--- config.mk ---
export PLATFORM = sky130hd
export DESIGN_NAME = dtrs_wide_unit
export DESIGN_NICKNAME = d
export VERILOG_FILES = /design/src/rtl/dtrs_pkg.sv /design/src/rtl/dtrs_wide_unit.sv
export SDC_FILE = /design/constraint.sdc
export NUM_CORES = 2
export LEC_CHECK = 0
export BUFFER_PORTS_ARGS = -buffer_cell sky130_fd_sc_hd__buf_4
export CORE_ASPECT_RATIO = 2
export CORE_MARGIN = 2
export CORE_UTILIZATION = 40
export CTS_CLUSTER_DIAMETER = 200
export CTS_CLUSTER_SIZE = 24
export DETAILED_ROUTE_END_ITERATION = 12
export HOLD_SLACK_MARGIN = 0.06
export SLEW_MARGIN = 30
export SYNTH_ARGS = -nofsm -noshare
export SYNTH_HDL_FRONTEND = slang
export SYNTH_SLANG_ARGS = --single-unit
--- constraint.sdc ---
create_clock -name clk_i -period 5.7 [get_ports clk_i]
set_input_delay 0.57 -clock clk_i [delete_from_list [all_inputs] [get_ports clk_i]]
set_output_delay 0.57 -clock clk_i [all_outputs]
set_load 0.02 [all_outputs]
--- src/rtl/dtrs_pkg.sv ---
package dtrs_pkg;

  localparam int unsigned WordW = 32;
  localparam int unsigned AccW  = 64;
  localparam int unsigned WideW = 128;

  typedef enum logic [1:0] {
    KIND_GN    = 2'd0,
    KIND_SD    = 2'd1,
    KIND_BLEND = 2'd2
  } step_kind_e;

  typedef enum logic [1:0] {
    OP_SQRT = 2'd0,
    OP_DIV  = 2'd1
  } wide_op_e;

  typedef struct packed {
    logic            start;
    wide_op_e        op;
    logic [WideW-1:0] num;
    logic [AccW-1:0]  den;
  } wide_req_t;

  typedef struct packed {
    logic            busy;
    logic            done;
    logic [AccW-1:0] q_lo;
    logic            q_hi_nz;
  } wide_rsp_t;

endpackage

--- src/rtl/dtrs_wide_unit.sv ---
module dtrs_wide_unit (
  input  logic                clk_i,
  input  logic                rst_ni,
  input  dtrs_pkg::wide_req_t req_i,
  output dtrs_pkg::wide_rsp_t rsp_o
);

  localparam int unsigned WideW = dtrs_pkg::WideW;
  localparam int unsigned AccW  = dtrs_pkg::AccW;

  logic            busy_q, busy_d;
  logic            done_q, done_d;
  logic [6:0]      cnt_q, cnt_d;
  dtrs_pkg::wide_op_e op_q, op_d;
  logic [WideW-1:0] num_q, num_d;
  logic [AccW-1:0]  den_q, den_d;
  logic [AccW:0]    rem_q, rem_d;
  logic [WideW-1:0] quo_q, quo_d;
  logic [WideW+1:0] srem_q, srem_d;
  logic [AccW-1:0]  root_q, root_d;

  logic [AccW:0]    rem_sh;
  logic [WideW+1:0] srem_sh;
  logic [WideW+1:0] trial;

  always_comb begin
    busy_d = busy_q;
    done_d = 1'b0;
    cnt_d  = cnt_q;
    op_d   = op_q;
    num_d  = num_q;
    den_d  = den_q;
    rem_d  = rem_q;
    quo_d  = quo_q;
    srem_d = srem_q;
    root_d = root_q;
    rem_sh  = {rem_q[AccW-1:0], num_q[WideW-1]};
    srem_sh = {srem_q[WideW-1:0], num_q[WideW-1:WideW-2]};
    trial   = {(WideW-AccW)'(0), root_q, 2'b01};
    if (req_i.start && !busy_q) begin
      busy_d = 1'b1;
      op_d   = req_i.op;
      num_d  = req_i.num;
      den_d  = req_i.den;
      rem_d  = '0;
      quo_d  = '0;
      srem_d = '0;
      root_d = '0;
      cnt_d  = '0;
    end else if (busy_q) begin
      if (op_q == dtrs_pkg::OP_DIV) begin
        num_d = {num_q[WideW-2:0], 1'b0};
        if (rem_sh >= {1'b0, den_q}) begin
          rem_d = rem_sh - {1'b0, den_q};
          quo_d = {quo_q[WideW-2:0], 1'b1};
        end else begin
          rem_d = rem_sh;
          quo_d = {quo_q[WideW-2:0], 1'b0};
        end
        if (cnt_q == 7'd127) begin
          busy_d = 1'b0;
          done_d = 1'b1;
        end
      end else begin
        num_d = {num_q[WideW-3:0], 2'b00};
        if (srem_sh >= trial) begin
          srem_d = srem_sh - trial;
          root_d = {root_q[AccW-2:0], 1'b1};
        end else begin
          srem_d = srem_sh;
          root_d = {root_q[AccW-2:0], 1'b0};
        end
        if (cnt_q == 7'd63) begin
          busy_d = 1'b0;
          done_d = 1'b1;
        end
      end
      cnt_d = cnt_q + 7'd1;
    end
  end

  always_ff @(posedge clk_i or negedge rst_ni) begin
    if (!rst_ni) begin
      busy_q <= 1'b0;
      done_q <= 1'b0;
      cnt_q  <= '0;
      op_q   <= dtrs_pkg::OP_SQRT;
    end else begin
      busy_q <= busy_d;
      done_q <= done_d;
      cnt_q  <= cnt_d;
      op_q   <= op_d;
    end
  end

  always_ff @(posedge clk_i) begin
    num_q  <= num_d;
    den_q  <= den_d;
    rem_q  <= rem_d;
    quo_q  <= quo_d;
    srem_q <= srem_d;
    root_q <= root_d;
  end

  always_comb begin
    rsp_o.busy = busy_q;
    rsp_o.done = done_q;
    if (op_q == dtrs_pkg::OP_DIV) begin
      rsp_o.q_lo    = quo_q[AccW-1:0];
      rsp_o.q_hi_nz = |quo_q[WideW-1:AccW];
    end else begin
      rsp_o.q_lo    = root_q;
      rsp_o.q_hi_nz = 1'b0;
    end
  end

endmodule

### Word level (Yosys, flattened, before mapping)

Cells that the tools add are included.

* register bits: 587
* output and inout port bits: 67
* input bits: 197
* logic and storage cells: 45

* mux-type cells: 20
* order comparisons: 2
* reduce and logical (&&, ||, !) cells: 6
* equality and inequality tests: 3
* $add $sub $neg: 3
* bitwise logic cells: 1

Operator list (count)
* $mux 128: 4
* $ge 130x66->1: 1
* $sub 128x66->128: 1
* $ge 65x64->1: 1
* $mux 65: 1
* $mux 64: 1
* $reduce_or 64->1: 1
* $sub 64x64->64: 1
* $mux 7: 2
* $mux 1: 12
* $add 7x1->7 const B: 1
* $eq 7x6->1 const B: 1
* $eq 7x7->1 const B: 1
* $reduce_and 2->1: 2
* $eq 2x1->1 const B: 1
* $reduce_bool 2->1: 1
* $logic_and 1x1->1: 1
* $logic_not 1->1: 1
* $not 1->1: 1

### Logic depth before layout (Yosys ltp)

* word-level depth: 5
* mapped depth: 16
* mapped depth without buffers: 14

### Worst setup path before layout

Ideal clock, no wire load.

* path type: flip-flop to flip-flop
* from: reg busy_q
* to: reg num_q[0], enable pin
* data arrival time: 3232 ps
* period minus slack after synthesis: 3712 ps
* required time: 5219 ps
* library setup time: 481 ps
* path slack: 1988 ps
* path buffers: 1
* stages on the path, launching flop included: 4
* cells stage by stage: dfrtp_1 -> clkbuf_1 -> nor2_1 -> inv_1

* longest elaborated chain between the ends: 3

RTL lines
* start, declared: RTL line dtrs_wide_unit.sv:11 `logic busy_q, busy_d;`
* start signal, assigned: RTL line dtrs_wide_unit.sv:89 `busy_q <= busy_d;`
* $logic_not 1->1: RTL line dtrs_wide_unit.sv:40 `if (req_i.start && !busy_q) begin`
* $logic_and 1x1->1: RTL line dtrs_wide_unit.sv:40
* $reduce_bool 2->1 (no line) *
* end signal, assigned: RTL line dtrs_wide_unit.sv:97 `num_q <= num_d;`
* end, declared: RTL line dtrs_wide_unit.sv:15 `logic [WideW-1:0] num_q, num_d;`

Mark *: on every way between the ends. The rest lies on a longest branch, timed or not.
A chain may end at the register's enable or synchronous reset.

### Final worst setup path

* from: reg num_q[127]
* to: reg srem_q[106]

* longest elaborated chain between the ends: 2
* elaborated cells on any way between the ends: 3
* those cells by class: add/sub (1); order compare (1); mux (1)

RTL lines
* $sub 128x66->128 / $ge 130x66->1 (equally long branches): RTL line dtrs_wide_unit.sv:67, dtrs_wide_unit.sv:66
* $mux 128 *: RTL line dtrs_wide_unit.sv:66 `if (srem_sh >= trial) begin`
* end signal, assigned: RTL line dtrs_wide_unit.sv:101 `srem_q <= srem_d;`
* end, declared: RTL line dtrs_wide_unit.sv:19 `logic [WideW+1:0] srem_q, srem_d;`

Marked as above.

==> results.yml <==
synth:
  yosysWarnings: 0
  synth_nets: 4631
  synth_ff_type: "dfxtp_1"
  syn_area_per_cell_sq_um: 7.77
  synth_edf_count: 192
  ys_async_sr_fraction_pct: 1.87
  synth_seq_cells: 587
  synth_top_area_cell: "dfxtp_1"
  ys_seq_area_share_pct: 41.1
  synthTopCellsByArea: "dfxtp_1 (23%), edfxtp_1 (17%), nand2_1 (11%)"
  syn_area_sq_mm: 0.0334
  synthDistinctLibCells: 89
  netlist.area_leader.share_pct: 23.0
  syn_inst: 4302
routing:
  viasPerCell: 5.65
  drtAntennaViolNets: 0
  detail_route.first_pass.iterations: 6
  remaining_drc_errors: 0
  wl_mm: 95.9
  wl_per_cell_um: 17.7
  drt_iter0_drc: 2608
  vias: 30600
clock_tree:
  cts_resized: 0
  cts_tree: "done"
  cts-root-buf: "clkbuf_16"
  postCtsSetupBuffers: 0
  insertion_delay_ps: 640
  clk_pin_slew_worst_paths_ps: 110
  clk_path_buf_depth: 3
  htreeDepth: 1
  cts_sinks: 587
  cts_buffers: 28
worst_setup_path:
  worstSetupPathType: "flip-flop to flip-flop"
  required_ps: 6230
  cp-start-kind: "flip-flop"
  end_kind: "flip-flop"
  worstSetupStartpoint: "num_q[127]"
  cp.arrival_ps: 5200
  r2r-start: "num_q[127]"
  cp_max_fo: 22
outcome:
  status: "finished, final reports clean"
floorplanning:
  rows: 150
  io_pins: 264
  core-area_sq_mm: 0.0831
  die-area_sq_mm: 0.0860
  initial_utilization_pct: 40.2
  die_h_um: 413
  die_w_um: 208
cells_and_area:
  fillers: 8503
  regArea_sq_mm: 0.0137
  num_antenna_cells: 0
  layout-area-overhead-vs-synth_pct: 10.3
  layout_commonest_cell: "nand2_1"
  drive_above_1_share_pct: 8.43
  multi_input_area_sq_mm: 0.0179
  mostFrequentLayoutCells: "nand2_1 (963), a21oi_1 (437), dfxtp_1 (384)"
  nets: 4666
  utilization_pct: 44.4
grt:
  grt_max_degree: 154
  grt_use_met1_pct: 30.4
  grt_antenna_before_repair: 0
  use_met3_pct: 1.95
  grt_pass1_wl_mm: 153
  grt_overflow: 0
  use_met2_pct: 35.1
  grt_usage_pct: 21.4
  grt.busiest_layer: "met2"
  grt_pass1_vias: 28300
power:
  leakage_nw: 14.6
  ir_worst_vdd_v: 0.000404
  power_density_mw_per_mm2: 621
place:
  finalWeightedCongestion: 0.935
  io_buffers: 263
  dpl.hpwl_mm: 67.4
timing:
  clock_skew_ps: 20.9
  drv_slew: 0
  worst_pin_slew_ps: 1030
  hold_viol: 0
  max_freq_mhz: 214
  setup_viol: 0
  setup_tns_ps: 0
  slew_headroom_pct: 31.0
  whs_ps: 102
  fin_crit_sh_pct: 82.0
  fin_crit_ps: 4680
  rsz0062_at_grt: "no"
min_path:
  hold_start: "req_i[36]"
  hold_class: "input pin to flip-flop"
job:
  drv_cap: 0
## cells in the mapped netlist, drive strengths merged, types with 4 or more instances
cell / instances
a211o: 5
a211oi: 14
a21boi: 7
a21o: 80
a21oi: 438
a22o: 6
a311oi: 9
a31oi: 163
and2: 16
and3: 13
and4: 7
buf: 48
clkbuf: 253
dfrtp: 11
dfxtp: 384
edfxtp: 192
ha: 131
inv: 173
mux2: 4
mux2i: 16
nand2: 967
nand2b: 20
nand3: 141
nand3b: 7
nand4: 80
nand4b: 4
nor2: 269
nor2b: 13
nor3: 57
nor4: 46
o211ai: 23
o21a: 15
o21ai: 374
o21bai: 30
o221ai: 5
o22ai: 4
o31a: 5
o31ai: 12
or2: 8
or3: 25
or4: 14
xnor2: 90
xor2: 76
## final timing paths
path | endpoint | slack, ps | depth (start not counted)
worst min register to register | srem_q[127] | 460 | 2
worst min-delay path | den_q[36] | 100 | 1
min in group asynchronous | op_q[0] | 290 | 2
max in group asynchronous | cnt_q[0] | 5260 | 2
worst max register to register | srem_q[106] | 1020 | 13
worst max-delay path | srem_q[106] | 1020 | 13
## registers in the layout (all words and copies together) (netlist names)
signal	flops
num_q	128
quo_q	128
srem_q	128
den_q	64
rem_q	64
root_q	64
cnt_q	7
op_q	2
busy_q	1
done_q	1
## what timing repair did
item	CTS	global route
hold buffers	15	0
hold endpoints to repair	25	0
endpoints found under the setup margin	0	0
## power breakdown
| group | total, W | internal [W] | switching [W] | leakage (nW) |
|---|---|---|---|---|
| clock network | 0.00237 | 0.000960 | 0.00141 | 0.385 |
| registers | 0.00741 | 0.00613 | 0.00128 | 5.41 |
| logic | 0.0131 | 0.00502 | 0.00809 | 8.79 |
## cell type report
cell class              count  area share, %
clock buffers              46           2.14
flip-flops and latches    587           37.2
repair buffers            306           6.58
multi-input cells        3240           48.6
inverters                 174           1.80
clock inverters             1         0.0441
well taps                1064           3.61
## cells by family (layout without fill, tap and decap cells)
kind of cell               Yosys count  after routing  share of synthesized area (%)
DFF                                587            587                           41.1
buffers and inverters              475            527                           5.54
AOI/OAI and AO/OA                 1229           1229                           21.3
adders and majority gates          132            132                           4.96
and+or+nand+nor                   1693           1693                           22.1
xor gates and xnor gates           166            166                           4.35
muxes                               20             20                          0.614
## metrics by stage
stage,power [W],std cells,area [sq um],setup slack (ps)
2_1_floorplan,0.0169,4302,33400,1990
3_3_place_gp,0.0202,5355,35900,1240
3_5_place_dp,0.0204,5355,35900,1110
4_1_cts,0.0229,5417,36800,1060
5_1_grt,0.0249,5418,36900,724
6_report,0.0229,5418,36900,1020
## worst max-delay path, stage by stage (launching register included)
cell and delay (ps):
edfxtp_1 420, inv_1 110, ha_1 220, nand2b_1 170, a211o_1 320, a21o_1 210, a2111oi_2 420, o2111ai_1 310
a211oi_2 600, nor2_4 270, nor4_4 730, nand2_2 250, mux2i_1 200, a311o_1 320
## routing by layer
metal  up-vias  part of all wire, %
met5         -                    0
met4         0                  2.2
met3       116                  5.1
met2       803                   45
met1     14600                   47
li1      15100                    -
No activity file was read; power rests on OpenSTA's default activity.
